### src/rtl/bta_pkg.sv
// ----------------------------------------------------------------------------
// bta_pkg
// Shared types, constants and helpers for the balanced-ternary ALU pipeline.
// ----------------------------------------------------------------------------
package bta_pkg;

  // trits kept in a result
  localparam int TRITS = 20;

  // field widths
  localparam int OPW = 4;
  localparam int VW  = 32;
  localparam int AW  = 5;
  localparam int DGW = 2;
  localparam int TRW = 40;
  localparam int XW  = VW + 2;

  // exact expansion length, even, covers any 34-bit signed value
  localparam int EXPT = 22;
  localparam int NCV  = EXPT / 2;

  // working length: expansion shifted left by the largest amount
  localparam int WT = EXPT + (1 << AW) - 1;

  // adder tree over the kept trits
  localparam int LVL   = $clog2(TRITS);
  localparam int NODES = (1 << LVL) - 1;

  // trits shown in result_trits
  localparam int PACKT = (TRITS < TRW / 2) ? TRITS : TRW / 2;

  // stream widths
  localparam int IN_BITS  = 2 * VW + AW + DGW;
  localparam int INW      = ((IN_BITS + 7) / 8) * 8;
  localparam int OUT_BITS = VW + TRW + DGW;
  localparam int OUTW     = ((OUT_BITS + 7) / 8) * 8;

  function automatic logic [63:0] pow3(input int n);
    logic [63:0] p;
    p = 64'd1;
    for (int i = 0; i < n; i++) begin
      p = p * 64'd3;
    end
    return p;
  endfunction

  localparam logic [63:0] EXP_SPAN = pow3(EXPT);
  localparam int UW = $clog2(EXP_SPAN);
  // offset that maps a signed value onto plain ternary digits
  localparam logic [UW-1:0] OFFSET = UW'((EXP_SPAN - 64'd1) >> 1);

  // trit codes
  localparam logic [1:0] T_ZERO  = 2'b00;
  localparam logic [1:0] T_PLUS  = 2'b01;
  localparam logic [1:0] T_MINUS = 2'b11;
  localparam logic [1:0] T_BAD   = 2'b10;

  typedef enum logic [OPW-1:0] {
    OP_CONV = 4'd0,
    OP_AND  = 4'd1,
    OP_OR   = 4'd2,
    OP_SHR  = 4'd3,
    OP_SHL  = 4'd4,
    OP_ADD  = 4'd5,
    OP_SUB  = 4'd6,
    OP_GET  = 4'd7,
    OP_SET  = 4'd8
  } op_t;

  typedef logic [EXPT-1:0][1:0] xtr_t;
  typedef logic [WT-1:0][1:0]   wtr_t;

  typedef struct packed {
    op_t           op;
    logic [AW-1:0] amt;
    logic [1:0]    dg;
  } ctl_t;

  typedef struct packed {
    logic [TRW-1:0] trits;
    logic [1:0]     tout;
    logic           ovf;
  } side_t;

endpackage

### src/rtl/bta_tritop.sv
// ----------------------------------------------------------------------------
// bta_tritop
// Trit-level operation stage: pass-through, min, max, shifts, trit read and
// trit write on the exact expansions, registered.
// ----------------------------------------------------------------------------
module bta_tritop import bta_pkg::*; (
  input  logic       clk,
  input  logic       en,
  input  xtr_t       ta,
  input  xtr_t       tb,
  input  ctl_t       ctl,
  output wtr_t       tr,
  output logic [1:0] tout
);

  function automatic logic [1:0] tmin(input logic [1:0] x, input logic [1:0] y);
    return ($signed(x) < $signed(y)) ? x : y;
  endfunction

  function automatic logic [1:0] tmax(input logic [1:0] x, input logic [1:0] y);
    return ($signed(x) > $signed(y)) ? x : y;
  endfunction

  logic [2*WT-1:0] xa;
  logic [2*WT-1:0] xb;
  wtr_t            tr_next;
  logic [1:0]      tout_next;

  assign xa = (2*WT)'(ta);
  assign xb = (2*WT)'(tb);

  always_comb begin
    tr_next   = '0;
    tout_next = T_ZERO;
    unique case (ctl.op)
      OP_CONV, OP_ADD, OP_SUB: begin
        tr_next = xa;
      end
      OP_GET: begin
        tr_next = xa;
        for (int i = 0; i < EXPT; i++) begin
          if (i == int'(ctl.amt)) begin
            tout_next = ta[i];
          end
        end
      end
      OP_AND: begin
        for (int i = 0; i < WT; i++) begin
          tr_next[i] = tmin(xa[2*i +: 2], xb[2*i +: 2]);
        end
      end
      OP_OR: begin
        for (int i = 0; i < WT; i++) begin
          tr_next[i] = tmax(xa[2*i +: 2], xb[2*i +: 2]);
        end
      end
      OP_SHR: begin
        tr_next = xa >> {ctl.amt, 1'b0};
      end
      OP_SHL: begin
        tr_next = xa << {ctl.amt, 1'b0};
      end
      OP_SET: begin
        tr_next = xa;
        for (int i = 0; i < WT; i++) begin
          if (i == int'(ctl.amt)) begin
            tr_next[i] = ctl.dg;
          end
        end
      end
      default: begin
        tr_next = '0;
      end
    endcase
  end

  always_ff @(posedge clk) begin
    if (en) begin
      tr   <= tr_next;
      tout <= tout_next;
    end
  end

endmodule

### config.mk
export PLATFORM = sky130hd
export DESIGN_NAME = bta_tritop
export DESIGN_NICKNAME = d
export VERILOG_FILES = /design/src/rtl/bta_pkg.sv /design/src/rtl/bta_tritop.sv
export SDC_FILE = /design/constraint.sdc
export NUM_CORES = 1
export LEC_CHECK = 0
export ABC_AREA = 1
export BUFFER_PORTS_ARGS = -buffer_cell sky130_fd_sc_hd__buf_2
export CORE_ASPECT_RATIO = 0.9
export CORE_MARGIN = 8
export CORE_UTILIZATION = 53
export CTS_CLUSTER_DIAMETER = 200
export DETAILED_ROUTE_END_ITERATION = 16
export MAX_ROUTING_LAYER = met4
export PLACE_DENSITY = 0.79
export SYNTH_ARGS = -nofsm -noshare
export SYNTH_HDL_FRONTEND = slang
export SYNTH_SLANG_ARGS = --single-unit
### constraint.sdc
create_clock -name clk -period 1.8 [get_ports clk]
set_input_delay 0.27 -clock clk [delete_from_list [all_inputs] [get_ports clk]]
set_output_delay 0.27 -clock clk [all_outputs]
set_load 0.01 [all_outputs]
==> results.sh <==
export IMPL_status="finished, violations left"
export IMPL_violations="setup timing"
export IMPL_vdd_ir_drop_max_mv=0.438
export IMPL_grt_overflow_total=0
export IMPL_fill_cells=1840
export IMPL_path_delay_family="simple AND/OR/NAND/NOR gates"
export IMPL_cts_sinks=108
export IMPL_drt_iter0_markers=2812
export IMPL_grt_antenna_before_repair=2
export IMPL_cts_tree="yes"
export IMPL_yosys_cell_types_count=39
export IMPL_worst_pin_slew_ns=0.532
export IMPL_final_setup_viol_count=1
export IMPL_maxSlewViolCount=0
export IMPL_dp_hpwl_um=52800
export IMPL_arrival_ns=1.91
export IMPL_die_area_um2=28400
export IMPL_slowest_delay_ns=0.32
export IMPL_drtAntennaViolNets=0
export IMPL_start_util_pct=53.3
export IMPL_critPathKind="in2reg"
export IMPL_dp_cells=2770
export IMPL_end_kind="register"
export IMPL_clk_pin_slew_ns=0.08
export IMPL_drc=0
export IMPL_nets=2673
export IMPL_pre_cts_slack_ns=-0.580
export IMPL_synth_seq_cells=108
export IMPL_grt_pass1_wl_um=96800
export IMPL_cts_max_path_buffers=2
export IMPL_syn_area_per_cell_um2=6.42
export IMPL_critical_path_slowest_cell="nand4_1"
export IMPL_p_leak_uw=0.00879
export IMPL_grt_total_usage_pct=46.2
export IMPL_synth_area_um2=12300
export IMPL_syn_inst=1916
export IMPL_fmax_ghz=0.553
export IMPL_worst_path_most_repeated_cell="nand2_1"
export IMPL_synth_area_top_cells="edfxtp_1 26%, nand3_1 17%, nand2_1 17%"
export IMPL_syn_nets=2105
export IMPL_p_per_area_nw_per_um2=515
export IMPL_rows=53
export IMPL_drv_max_cap_violation_count=0
export IMPL_slew_headroom_pct=64.3
export IMPL_whs_ns=0.297
export IMPL_hp_class="in2reg"
export IMPL_postLayoutCoreUtil_pct=75.5
export IMPL_synth_edf_count=108
export IMPL_ys_seq_area_share_pct=26.4
export IMPL_final_hold_viol_count=0
export IMPL_ys_flop_type="edfxtp_1"
export IMPL_synthTopCellsByCount="554 x nand2_1, 420 x nand3_1, 157 x inv_1, 136 x nor2_1, 108 x edfxtp_1"
export IMPL_die_h_um=161
export IMPL_yosysTopAreaCell="edfxtp_1"
export IMPL_root_buffer="clkbuf_16"
export IMPL_fin_cells=2793
export IMPL_start_kind="input port"
export IMPL_coreArea_um2=23100
export IMPL_cts_buffers=9
export IMPL_final_layout_size_suffix_gt1_share_pct=30.5
export IMPL_firstDrtPassIters=7
export IMPL_portBuffers=208
export IMPL_hold_buffers=0
export IMPL_cp_max_fo=5
export IMPL_synth_most_common_cell="nand2_1"
export IMPL_vias=17500
export IMPL_fin_crit_sh_pct=100
export IMPL_min_period_ns=1.81
export IMPL_fin_ws_ns=-0.00794
export IMPL_cp_num_buf_inv=3
export IMPL_grt_pass1_vias=16600
export IMPL_gp_congestion=1.17
export IMPL_synth_top_cell_area_share_pct=26.4
export IMPL_synth_warnings=0
export IMPL_wirelength_um=66500
export IMPL_avgViaCountPerCell=6.25
export IMPL_cts_max_level=3
export IMPL_wire_per_inst_um=23.8
export IMPL_grt_max_degree=58
export IMPL_ioPinCount=209
export IMPL_tns_ns=-0.00794
export IMPL_required_ns=1.90
export IMPL_crit_chain="buf_2 -> inv_2 -> nand2_1 -> inv_2 -> nand3_1 -> nand2_1 -> nand3_1 -> nand4_1 -> nor2_1 -> nand2_1"
export IMPL_die_w_um=177
export IMPL_area_growth_pct=41.6
export IMPL_synthArstFlopShare_pct=0
[registers in the layout, summed over array words and instances, names as in the netlist]
register  cells
tout          2
tr          106
[metal layers]
layer | GRT usage (%) | part of all wire (%) | wire [um]
met5 | - | 0 | 0
met4 | 33.7 | 9.7 | 6440
met3 | 12.0 | 15 | 9800
met2 | 66.9 | 41 | 27500
met1 | 54.7 | 34 | 22700
[final cells by class]
cell class | instances | area, um2 | share of cell area (%)
multi-input combinational | 1536 | 8110 | 46.5
tap | 302 | 378 | 2.17
timing repair buffer | 662 | 4780 | 27.4
clock buffer | 9 | 225 | 1.29
antenna | 3 | 7.51 | 0.0431
inverter | 167 | 628 | 3.60
clock inverter | 6 | 61.3 | 0.352
sequential | 108 | 3240 | 18.6
[per-stage QoR]
stage                     power (uW)  area, um2
final                           8980      17400
after global routing            9230      17400
after CTS                       8700      17200
after detailed placement        6700      16900
after global placement          6610      16900
after floorplan                 4730      12300
[worst paths after layout]
check / from / to / slack [ns] / cells after the start
min: en / tr[64] / 0.30 / 1
max: ctl[4] / tr[23] / -0.008 / 10
[cell usage in the layout, fill, tap and decap left out, types with 20 or more instances in the layout]
cell type  instances
nor2_1           126
nand3_1          414
nand4_1           20
o211ai_1          40
nand2_1          552
buf_4            435
ha_1              62
buf_2            200
inv_1            154
nor3_1            24
a21oi_1           68
o21ai_0           79
o21ai_1           26
buf_12            24
edfxtp_1         108
[what timing repair did]
action,4_1_cts,5_1_grt
setup endpoints to repair,8,26
pin swaps,6,19
gates resized for setup,17,61
buffers inserted,0,5
[kinds of logic (layout without fill, tap and decap cells)]
family	after synthesis	after routing	synth area share [%]
AO/OA/AOI/OAI	256	256	11.7
adder cells (fa/ha/maj)	88	88	10.3
buffers and inverters	272	844	9.37
flip-flops	108	108	26.4
other	0	3	0
AND/OR/NAND/NOR	1192	1192	42.3
[where the power goes]
part	internal (uW)	switching [uW]	total [uW]	leakage [uW]
Clock	969	1080	2050	0.000137
Combinational	1480	2370	3860	0.00762
Sequential	2990	87.8	3070	0.00103
Power figures use the tool's default switching activity.
