### config.mk
export PLATFORM = sky130hd
export DESIGN_NAME = bta_sum
export DESIGN_NICKNAME = d
export VERILOG_FILES = /design/src/rtl/bta_pkg.sv /design/src/rtl/bta_sum.sv
export SDC_FILE = /design/constraint.sdc
export NUM_CORES = 1
export LEC_CHECK = 0
export ABC_AREA = 1
export ABC_CLOCK_PERIOD_IN_PS = 5330
export BUFFER_PORTS_ARGS = -buffer_cell sky130_fd_sc_hd__buf_2
export CAP_MARGIN = 20
export CORE_AREA = 2 2 300 302
export DETAILED_ROUTE_END_ITERATION = 8
export DIE_AREA = 0 0 302 304
export PLACE_DENSITY = 0.63
export SYNTH_ARGS = -nofsm -noshare
export SYNTH_HDL_FRONTEND = slang
export SYNTH_SLANG_ARGS = --single-unit
### constraint.sdc
create_clock -name clk -period 5.33 [get_ports clk]
set_clock_uncertainty 0.2 [all_clocks]
set_input_delay 1.066 -clock clk [delete_from_list [all_inputs] [get_ports clk]]
set_output_delay 1.066 -clock clk [all_outputs]
set_load 0.02 [all_outputs]
### src/rtl/bta_pkg.sv
// ----------------------------------------------------------------------------
// bta_pkg
// Shared types, constants and helpers for the balanced-ternary ALU pipeline.
// ----------------------------------------------------------------------------
package bta_pkg;

  // trits kept in a result
  localparam int TRITS = 20;

  // field widths
  localparam int OPW = 4;
  localparam int VW  = 32;
  localparam int AW  = 5;
  localparam int DGW = 2;
  localparam int TRW = 40;
  localparam int XW  = VW + 2;

  // exact expansion length, even, covers any 34-bit signed value
  localparam int EXPT = 22;
  localparam int NCV  = EXPT / 2;

  // working length: expansion shifted left by the largest amount
  localparam int WT = EXPT + (1 << AW) - 1;

  // adder tree over the kept trits
  localparam int LVL   = $clog2(TRITS);
  localparam int NODES = (1 << LVL) - 1;

  // trits shown in result_trits
  localparam int PACKT = (TRITS < TRW / 2) ? TRITS : TRW / 2;

  // stream widths
  localparam int IN_BITS  = 2 * VW + AW + DGW;
  localparam int INW      = ((IN_BITS + 7) / 8) * 8;
  localparam int OUT_BITS = VW + TRW + DGW;
  localparam int OUTW     = ((OUT_BITS + 7) / 8) * 8;

  function automatic logic [63:0] pow3(input int n);
    logic [63:0] p;
    p = 64'd1;
    for (int i = 0; i < n; i++) begin
      p = p * 64'd3;
    end
    return p;
  endfunction

  localparam logic [63:0] EXP_SPAN = pow3(EXPT);
  localparam int UW = $clog2(EXP_SPAN);
  // offset that maps a signed value onto plain ternary digits
  localparam logic [UW-1:0] OFFSET = UW'((EXP_SPAN - 64'd1) >> 1);

  // trit codes
  localparam logic [1:0] T_ZERO  = 2'b00;
  localparam logic [1:0] T_PLUS  = 2'b01;
  localparam logic [1:0] T_MINUS = 2'b11;
  localparam logic [1:0] T_BAD   = 2'b10;

  typedef enum logic [OPW-1:0] {
    OP_CONV = 4'd0,
    OP_AND  = 4'd1,
    OP_OR   = 4'd2,
    OP_SHR  = 4'd3,
    OP_SHL  = 4'd4,
    OP_ADD  = 4'd5,
    OP_SUB  = 4'd6,
    OP_GET  = 4'd7,
    OP_SET  = 4'd8
  } op_t;

  typedef logic [EXPT-1:0][1:0] xtr_t;
  typedef logic [WT-1:0][1:0]   wtr_t;

  typedef struct packed {
    op_t           op;
    logic [AW-1:0] amt;
    logic [1:0]    dg;
  } ctl_t;

  typedef struct packed {
    logic [TRW-1:0] trits;
    logic [1:0]     tout;
    logic           ovf;
  } side_t;

endpackage

### src/rtl/bta_sum.sv
// ----------------------------------------------------------------------------
// bta_sum
// Registered adder tree that folds the kept trits back into a binary value,
// with packing and overflow detection carried alongside.
// ----------------------------------------------------------------------------
module bta_sum import bta_pkg::*; (
  input  logic           clk,
  input  logic [LVL-1:0] en,
  input  wtr_t           tr,
  input  logic [1:0]     tout,
  output logic [VW-1:0]  value,
  output side_t          side
);

  function automatic logic [VW-1:0] term(input logic [1:0] t, input logic [VW-1:0] p);
    logic [VW-1:0] res;
    unique case (t)
      T_PLUS:  res = p;
      T_MINUS: res = -p;
      default: res = '0;
    endcase
    return res;
  endfunction

  logic [VW-1:0]  node [NODES];
  side_t          side_q [LVL];
  logic [TRW-1:0] pack;
  logic           ovf;

  // packed view and overflow from the trits beyond the kept ones
  always_comb begin
    pack = '0;
    ovf  = 1'b0;
    for (int i = 0; i < PACKT; i++) begin
      pack[2*i +: 2] = tr[i];
    end
    for (int i = TRITS; i < WT; i++) begin
      ovf = ovf | (|tr[i]);
    end
  end

  for (genvar l = 1; l <= LVL; l++) begin : g_lvl
    localparam int OFF  = (1 << LVL) - (1 << (LVL - l + 1));
    localparam int POFF = (1 << LVL) - (1 << (LVL - l + 2));

    for (genvar j = 0; j < (1 << (LVL - l)); j++) begin : g_node
      if (l == 1) begin : g_leaf
        localparam int I0 = 2 * j;
        localparam int I1 = 2 * j + 1;
        logic [VW-1:0] t0;
        logic [VW-1:0] t1;

        if (I0 < TRITS) begin : g_t0
          assign t0 = term(tr[I0], VW'(pow3(I0)));
        end else begin : g_z0
          assign t0 = '0;
        end
        if (I1 < TRITS) begin : g_t1
          assign t1 = term(tr[I1], VW'(pow3(I1)));
        end else begin : g_z1
          assign t1 = '0;
        end

        always_ff @(posedge clk) begin
          if (en[0]) begin
            node[OFF + j] <= t0 + t1;
          end
        end
      end else begin : g_inner
        always_ff @(posedge clk) begin
          if (en[l-1]) begin
            node[OFF + j] <= node[POFF + 2*j] + node[POFF + 2*j + 1];
          end
        end
      end
    end

    if (l == 1) begin : g_side_first
      always_ff @(posedge clk) begin
        if (en[0]) begin
          side_q[0] <= '{trits: pack, tout: tout, ovf: ovf};
        end
      end
    end else begin : g_side_next
      always_ff @(posedge clk) begin
        if (en[l-1]) begin
          side_q[l-1] <= side_q[l-2];
        end
      end
    end
  end

  assign value = node[NODES-1];
  assign side  = side_q[LVL-1];

endmodule

==> results.rst, run 1 <==
.. list-table::
   :header-rows: 1

   * - Metric
     - Value
   * - Global-route wire length before repair
     - 165000 um
   * - Highest net fanout along the worst path
     - 8
   * - Number of synthesis warnings
     - 0
   * - Stage delay of the slowest cell on the critical path
     - 610 ps
   * - Instance count of the mapped netlist
     - 5058
   * - Leading cell type by number of instances after synthesis
     - sky130_fd_sc_hd__nand2_1
   * - Crit path top cell by count
     - sky130_fd_sc_hd__fa_1
   * - Power per standard cell area
     - 473 nW/um2
   * - PortBufs
     - 188
   * - Count of antenna diodes in the layout
     - 0
   * - Cell with the biggest individual delay on the critical path
     - sky130_fd_sc_hd__edfxtp_1
   * - Count of routing violations after the opening detailed-route iteration
     - 2123
   * - Number of iterations in the first detailed-routing pass
     - 7
   * - DP Worst Slack
     - 1660 ps
   * - Total track usage
     - 0.228
   * - Highest ir drop seen on vdd
     - 0.000345 V
   * - RSZ-0062 raised after global routing
     - false
   * - Number of max-capacitance violations reported
     - 0
   * - Leakage power summed over all cells
     - 23.3 nW
   * - Slew Limit Headroom
     - 0.355
   * - Met1 layer usage reported by global route
     - 0.310
   * - Critical path launch point type
     - flop
   * - Number of nets with antenna violations after routing
     - 0
   * - Core occupancy in the finished layout
     - 0.544
   * - CP Cell Sequence
     - ha_1 -> a21oi_1 -> o21ai_0 -> nor2_1 -> inv_1 -> fa_1 -> fa_1
   * - Number of global-route vias before repair
     - 31000
   * - Fraction of synthesis flops using an asynchronous set or reset pin
     - 0
   * - Buffer type at the clock tree root
     - sky130_fd_sc_hd__clkbuf_16
   * - Ratio of cells with drive above 1 in the final layout
     - 0.0746
   * - Type of the most critical hold path
     - flop to flop
   * - Maximum operating frequency
     - 0.307 GHz
   * - Number of buffers added to fix hold violations after cts
     - 0
   * - Final min period
     - 3260 ps
   * - Global Route met3 Usage
     - 0.0253
   * - Initial antenna violation count
     - 1
   * - Crit end category
     - flop
   * - Worst hold-check slack
     - 209 ps
   * - Crit path DAT
     - 3430 ps
   * - Count of cells resized by post-cts repair
     - 0
   * - Largest area contributor in the netlist
     - sky130_fd_sc_hd__edfxtp_1
   * - FF-to-FF setup slack
     - 2070 ps
   * - Vias per Instance
     - 5.02
   * - Horizontal die dimension
     - 302 um
   * - Synth top cells by count
     - 1652 x sky130_fd_sc_hd__nand2_1, 831 x sky130_fd_sc_hd__inv_1, 724 x sky130_fd_sc_hd__edfxtp_1
   * - Number of buffers and inverters on the critical path
     - 1
   * - Drt drc
     - 0
   * - Area of the mapped netlist
     - 44000 um2
   * - Vert. Die Dim
     - 304 um
   * - Clock Pin Slew Worst Setup and Hold Paths
     - 60 ps
   * - Total length of routed wires
     - 104000 um
   * - Clock latency at the later pin of the worst-skew pair
     - 650 ps
   * - Placed Instance Area
     - 45700 um2
   * - Wire per inst
     - 16.1 um
   * - Worst Max-Slew Pin Slew
     - 967 ps
   * - Vias post-DR
     - 32400
   * - Hpwl dp
     - 82900 um
   * - Required time of the critical path
     - 5510 ps
   * - Part of the cycle the worst path needs
     - 0.611
   * - Maximum level of the CTS H-tree
     - 3
   * - Status
     - finished clean
   * - Leading post-synthesis cells by cell area
     - sky130_fd_sc_hd__edfxtp_1 49%, sky130_fd_sc_hd__nand2_1 14%, sky130_fd_sc_hd__ha_1 7.7%, sky130_fd_sc_hd__inv_1 7.1%, sky130_fd_sc_hd__xor2_1 3.1%
   * - Syn Nets
     - 5482
   * - Met2 GRT Util
     - 0.385
   * - Number of buffers added by the clock tree synthesis step
     - 80
   * - Row cnt
     - 110
   * - Share of the yosys chip area belonging to registers
     - 0.494
   * - Design area
     - 48400 um2
   * - Area delta synth->final
     - 10.1%
   * - Layout net count
     - 5642
   * - Dominant register cell in the synthesized netlist
     - sky130_fd_sc_hd__edfxtp_1
   * - Overall die area
     - 91800 um2
   * - Final weighted congestion in routability-driven placement
     - 0.953
   * - EDFF count, synth
     - 724
   * - Avg Cell Area, Syn
     - 8.69 um2
   * - Final count of hold timing violations
     - 0
   * - Clock sink total
     - 724
   * - Maximum number of pins on one net before global-route repair
     - 108
   * - Final worst slack
     - 2070 ps
   * - TritonCTS clock tree
     - yes
   * - Fraction of synthesized cell area taken by the top area cell type
     - 0.494
   * - Initial cell density of the core
     - 0.494
   * - Top Family by Delay on Critical Path
     - adder cells
   * - Buffer count from post-CTS setup fixing
     - 0
   * - Number of top-level pins
     - 189
   * - Fin. max-slew vios
     - 0
   * - Number of distinct library cells after synthesis
     - 47
   * - Core area
     - 89000 um2
   * - Flops & latches, synth
     - 724
   * - Finish-stage setup viols
     - 0
   * - Max Buffers Root-to-Sink
     - 3
   * - Path type of the worst setup path
     - flop to flop
   * - Global-route congestion overflow total
     - 0
   * - Setup TNS
     - 0 ps
   * - Global-route layer with the greatest usage
     - met2
worst paths after layout:
check,from,endpoint,cells after the start
worst max register to register,node[0][31],node[1][14],7
worst min register to register,node[1][335],node[1][431],0
worst max-delay path,node[0][31],node[1][14],7
worst min-delay path,node[1][335],node[1][431],0
sequential cells by signal, summed over array words and instances (netlist names):
signal,count
side_q,215
node,509
metrics by stage:
step                total power, mW  std cells
finish                         22.9       6456
global route                   24.6       6456
CTS                            23.1       6456
detailed placement             17.5       6312
global placement               17.4       6312
floorplan                      14.7       5058
layout by cell type, fill, tap and decap left out, types with 10 or more instances in the layout:
master                      synthesis  layout
sky130_fd_sc_hd__a21o_1            13      13
sky130_fd_sc_hd__a21oi_1          260     260
sky130_fd_sc_hd__and2_1            36      36
sky130_fd_sc_hd__buf_2              7     183
sky130_fd_sc_hd__clkbuf_1          25      10
sky130_fd_sc_hd__clkbuf_16          0      80
sky130_fd_sc_hd__clkinv_1           0      14
sky130_fd_sc_hd__clkinv_2           0      10
sky130_fd_sc_hd__edfxtp_1         724     724
sky130_fd_sc_hd__fa_1              38      38
sky130_fd_sc_hd__ha_1             272     272
sky130_fd_sc_hd__inv_1            831     831
sky130_fd_sc_hd__inv_2             25      25
sky130_fd_sc_hd__nand2_1         1652    1652
sky130_fd_sc_hd__nand2_2           12      12
sky130_fd_sc_hd__nand3_1          252     252
sky130_fd_sc_hd__nand4_1           64      64
sky130_fd_sc_hd__nor2_1           279     279
sky130_fd_sc_hd__nor3_1            40      40
sky130_fd_sc_hd__nor3_2            16      16
sky130_fd_sc_hd__nor4_1            14      14
sky130_fd_sc_hd__o21ai_0          108     108
sky130_fd_sc_hd__o21ai_1           21      21
sky130_fd_sc_hd__o21bai_1          34      34
sky130_fd_sc_hd__xnor2_1           29      29
sky130_fd_sc_hd__xor2_1           155     155
where the power goes:
part / leakage [nW] / internal (mW) / total [mW] / switching [mW]
sequential: 7.10 / 7.90 / 8.37 / 0.470
combinational: 14.9 / 2.85 / 8.99 / 6.14
clock: 1.27 / 3.23 / 5.54 / 2.31
total: 23.3 / 14.0 / 22.9 / 8.92
logic make-up after synthesis:
kind of cell,Yosys count,synth area share
compound gates,469,0.0583
xor+xnor,184,0.0366
fa+ha+maj,310,0.0947
buf+inv,976,0.0911
flops,724,0.494
simple gates,2395,0.225
metal layers:
metal  wire (um)  share of wire
met3        4580          0.044
met5           0              0
met4        2250          0.022
met1       47700           0.46
met2       49300           0.47
worst register-to-register path, stage by stage (launching register included):
cell	delay, ps
sky130_fd_sc_hd__edfxtp_1	610
sky130_fd_sc_hd__ha_1	450
sky130_fd_sc_hd__a21oi_1	210
sky130_fd_sc_hd__o21ai_0	100
sky130_fd_sc_hd__nor2_1	360
sky130_fd_sc_hd__inv_1	200
sky130_fd_sc_hd__fa_1	420
sky130_fd_sc_hd__fa_1	430
area by class of cell:
| class | count | area, um2 |
|---|---|---|
| clock buffers | 90 | 2040 |
| clock inverters | 54 | 623 |
| fillers | 8287 | 40600 |
| inverters | 856 | 3210 |
| multi-input cells | 3358 | 18200 |
| flip-flops and latches | 724 | 21700 |
| well taps | 1176 | 1470 |
| repair buffers | 198 | 1080 |
Note: power is estimated with default switching activity, not from simulation.
==> run 2: changes to the inputs <==
Settings changed: ABC_CLOCK_PERIOD_IN_PS 5330 to 3000.
Clock period 5.33 ns to 3 ns, I/O delays scaled along.
==> run 2 against run 1 <==
  * Hold slack got worse by 130 ps
  * Combinational power rose by 80%
  * First-iteration DRC count rose by 6.7%
  * Worst setup slack got worse by 1900 ps
  * Routed wire length rose by 1.3%
  * Critical endpoint is now node[1][15]
==> results.rst, run 2 (synthesized netlist as in run 1, its figures left out) <==
.. list-table::
   :header-rows: 1

   * - Metric
     - Value
   * - PortBufs
     - 188 (unchanged)
   * - Highest net fanout along the worst path
     - 6 (-2)
   * - Vert. Die Dim
     - 304 um (unchanged)
   * - RSZ-0062 raised after global routing
     - false
   * - Total net switching power
     - 15.8 mW (+77%)
   * - Fin. max-slew vios
     - 0 (unchanged)
   * - Leading cell type in the layout, fill and taps excluded
     - sky130_fd_sc_hd__nand2_1
   * - Row cnt
     - 110 (unchanged)
   * - Largest register by flop count
     - node
   * - Status
     - finished clean
   * - Worst Max-Slew Pin Slew
     - 542 ps (-425 ps)
   * - Placed Instances
     - 6355 (+0.68%)
   * - Wire per inst
     - 16.1 um (about the same)
   * - Critical path launch point type
     - flop
   * - Clock sink total
     - 724 (unchanged)
   * - Hpwl dp
     - 84900 um (+2.4%)
   * - Number of flip-flops in the largest register
     - 509 (unchanged)
   * - Worst hold-check slack
     - 80.3 ps (-129 ps)
   * - Internal power contribution
     - 24.6 mW (+76%)
   * - Pwr Total
     - 40.3 mW (+76%)
   * - Number of global-route vias before repair
     - 31500 (+1.4%)
   * - Crit path DAT
     - 3060 ps (-370 ps)
   * - Area delta synth->final
     - 11.6%
   * - Initial antenna violation count
     - 1 (unchanged)
   * - Commonest cells after routing, fill and taps aside
     - 1652 x sky130_fd_sc_hd__nand2_1, 831 x sky130_fd_sc_hd__inv_1, 724 x sky130_fd_sc_hd__edfxtp_1
   * - Maximum level of the CTS H-tree
     - 3 (unchanged)
   * - Drt drc
     - 0 (unchanged)
   * - Combinational group share of total power
     - 0.401 (+0.008)
   * - R2r worst-path depth
     - 6 (-1)
   * - Maximum operating frequency
     - 0.348 GHz (+13%)
   * - Vias per Instance
     - 5.00 (-0.55%)
   * - R2R Path Start
     - node[0][31]
   * - Launch point of the critical path
     - node[0][31]
   * - Final min period
     - 2880 ps (-380 ps)
   * - Final weighted congestion in routability-driven placement
     - 0.933 (-2.1%)
   * - Setup TNS
     - 0 ps (unchanged)
   * - Number of nets with antenna violations after routing
     - 0 (unchanged)
   * - Global-route wire length before repair
     - 168000 um (+2.0%)
   * - Leakage power summed over all cells
     - 23.7 nW (+1.5%)
   * - Layout net count
     - 5725 (+1.5%)
   * - # fillers
     - 8216 (-0.86%)
   * - Switching share of power
     - 0.391 (+0.00196)
   * - FF-to-FF setup slack
     - 120 ps (-1950 ps)
   * - Destination of the worst hold path
     - node[1][468]
   * - Buffer count from post-CTS setup fixing
     - 0 (unchanged)
   * - Highest ir drop seen on vdd
     - 0.000694 V (+100%)
   * - Part of the cycle the worst path needs
     - 0.959 (+0.348)
   * - Maximum number of pins on one net before global-route repair
     - 67 (-38%)
   * - Number of top-level pins
     - 189 (unchanged)
   * - Total length of routed wires
     - 105000 um (+1.3%)
   * - Type of the most critical hold path
     - primary input to flop
   * - Crit path top cell by count
     - sky130_fd_sc_hd__fa_1
   * - Clock Pin Slew Worst Setup and Hold Paths
     - 60 ps (about the same)
   * - Total track usage
     - 0.232 (+0.00421)
   * - Finish-stage setup viols
     - 0 (unchanged)
   * - Final count of hold timing violations
     - 0 (unchanged)
   * - Clock Power Share
     - 0.231 (-0.011)
   * - Number of iterations in the first detailed-routing pass
     - 6 (-1)
   * - Worst hold start
     - en[4]
   * - Required time of the critical path
     - 3190 ps (-2320 ps)
   * - Global-route congestion overflow total
     - 0 (unchanged)
   * - Cell with the biggest individual delay on the critical path
     - sky130_fd_sc_hd__edfxtp_1
   * - Power per standard cell area
     - 822 nW/um2 (+74%)
   * - Buffer type at the clock tree root
     - sky130_fd_sc_hd__clkbuf_16
   * - CP Cell Sequence
     - buf_4 -> ha_1 -> a21oi_1 -> o21ai_0 -> fa_1 -> fa_1
   * - Overall die area
     - 91800 um2 (unchanged)
   * - Clock latency at the later pin of the worst-skew pair
     - 640 ps (about the same)
   * - TritonCTS clock tree
     - yes
   * - Ratio of cells with drive above 1 in the final layout
     - 0.0804 (+0.00579)
   * - Number of buffers added by the clock tree synthesis step
     - 78 (-2.5%)
   * - Max Buffers Root-to-Sink
     - 3 (unchanged)
   * - Crit end category
     - flop
   * - Vias post-DR
     - 32700 (+0.70%)
   * - Core area
     - 89000 um2 (unchanged)
   * - Number of max-capacitance violations reported
     - 0 (unchanged)
   * - Area used by sequential logic in the layout
     - 21700 um2 (unchanged)
   * - Stage delay of the slowest cell on the critical path
     - 460 ps (-150 ps)
   * - Slew Limit Headroom
     - 0.638 (+0.283)
   * - Post-route insts no fill
     - 6537 (+1.3%)
   * - Horizontal die dimension
     - 302 um (unchanged)
   * - Path type of the worst setup path
     - flop to flop
   * - RR Endpoint
     - node[1][15]
   * - Min-Delay Path Depth
     - 1 (+1)
   * - Area of the multi-input gates
     - 18200 um2 (about the same)
   * - Seq pwr share
     - 0.369 (+0.003)
   * - Initial cell density of the core
     - 0.494 (unchanged)
   * - Count of routing violations after the opening detailed-route iteration
     - 2266 (+6.7%)
   * - Largest registers in the final layout
     - node x509, side_q x215
==> run 2: cell count changes in the layout (fill, tap and decap cells not counted), moves of 3 or more <==
cell,change
sky130_fd_sc_hd__dlygate4sd3_1,+42
sky130_fd_sc_hd__buf_4,+36
sky130_fd_sc_hd__buf_12,+7
sky130_fd_sc_hd__bufinv_16,-4
sky130_fd_sc_hd__clkinvlp_4,-3
sky130_fd_sc_hd__inv_6,+3
==> run 2: final cells by class <==
class,instances,share of cell area
flip-flops and latches,724,0.443
multi-input cells,3358,0.372
inverters,856,0.0655
clock buffers,91,0.0416
repair buffers,283,0.0390
well taps,1176,0.0300
clock inverters,48,0.00921
diodes,1,0.0000510
==> run 2: worst max path at each step <==
stage / end / cells past startpoint / slack [ps]
2_1_floorplan: node[1][14] / 7 / 320
3_3_place_gp: node[0][204] / 11 / 150
3_5_place_dp: node[1][14] / 7 / 130
4_1_cts: node[1][14] / 7 / 80
5_1_grt: node[1][15] / 6 / 6
6_report: node[1][15] / 6 / 120
==> run 2: what timing repair did <==
item,4_1_cts,5_1_grt
hold buffers,42,0
endpoints found under the hold margin,42,0
setup endpoints to repair,0,1
resized for setup,0,1
==> run 2: through the flow <==
stage	worst slack, ps	instance area, um2	util
detailed placement	127	46100	0.518
global placement	153	46100	0.518
floorplan	323	44000	-
finish	124	49100	0.551
global route	5.78	49100	0.551
CTS	77.6	49100	0.551
==> run 2: power groups by stage <==
stage / Sequential (mW) / Combinational, mW / Clock, mW
detailed placement: 15.1 / 16.1 / 0
global route: 15.1 / 18.4 / 9.97
finish: 14.9 / 16.2 / 9.31
global placement: 15.1 / 15.9 / 0
floorplan: 14.6 / 11.6 / 0
CTS: 14.9 / 16.2 / 9.57
==> run 2: critical path: cells and delay by family (launching register included) <==
kind / cells / cell delay, ps
adders and majority gates: 3 / 1260
AOI/OAI and AO/OA: 2 / 490
DFF: 1 / 460
buffers and inverters: 1 / 210
==> run 2: routing by layer <==
metal	part of all wire	GRT usage	up-vias	wire length, um
li1	-	-	16900	-
met1	0.47	0.321	15100	49300
met2	0.48	0.392	555	50300
met3	0.037	0.0262	124	3840
met4	0.018	0.0524	0	1870
met5	0	0	-	0
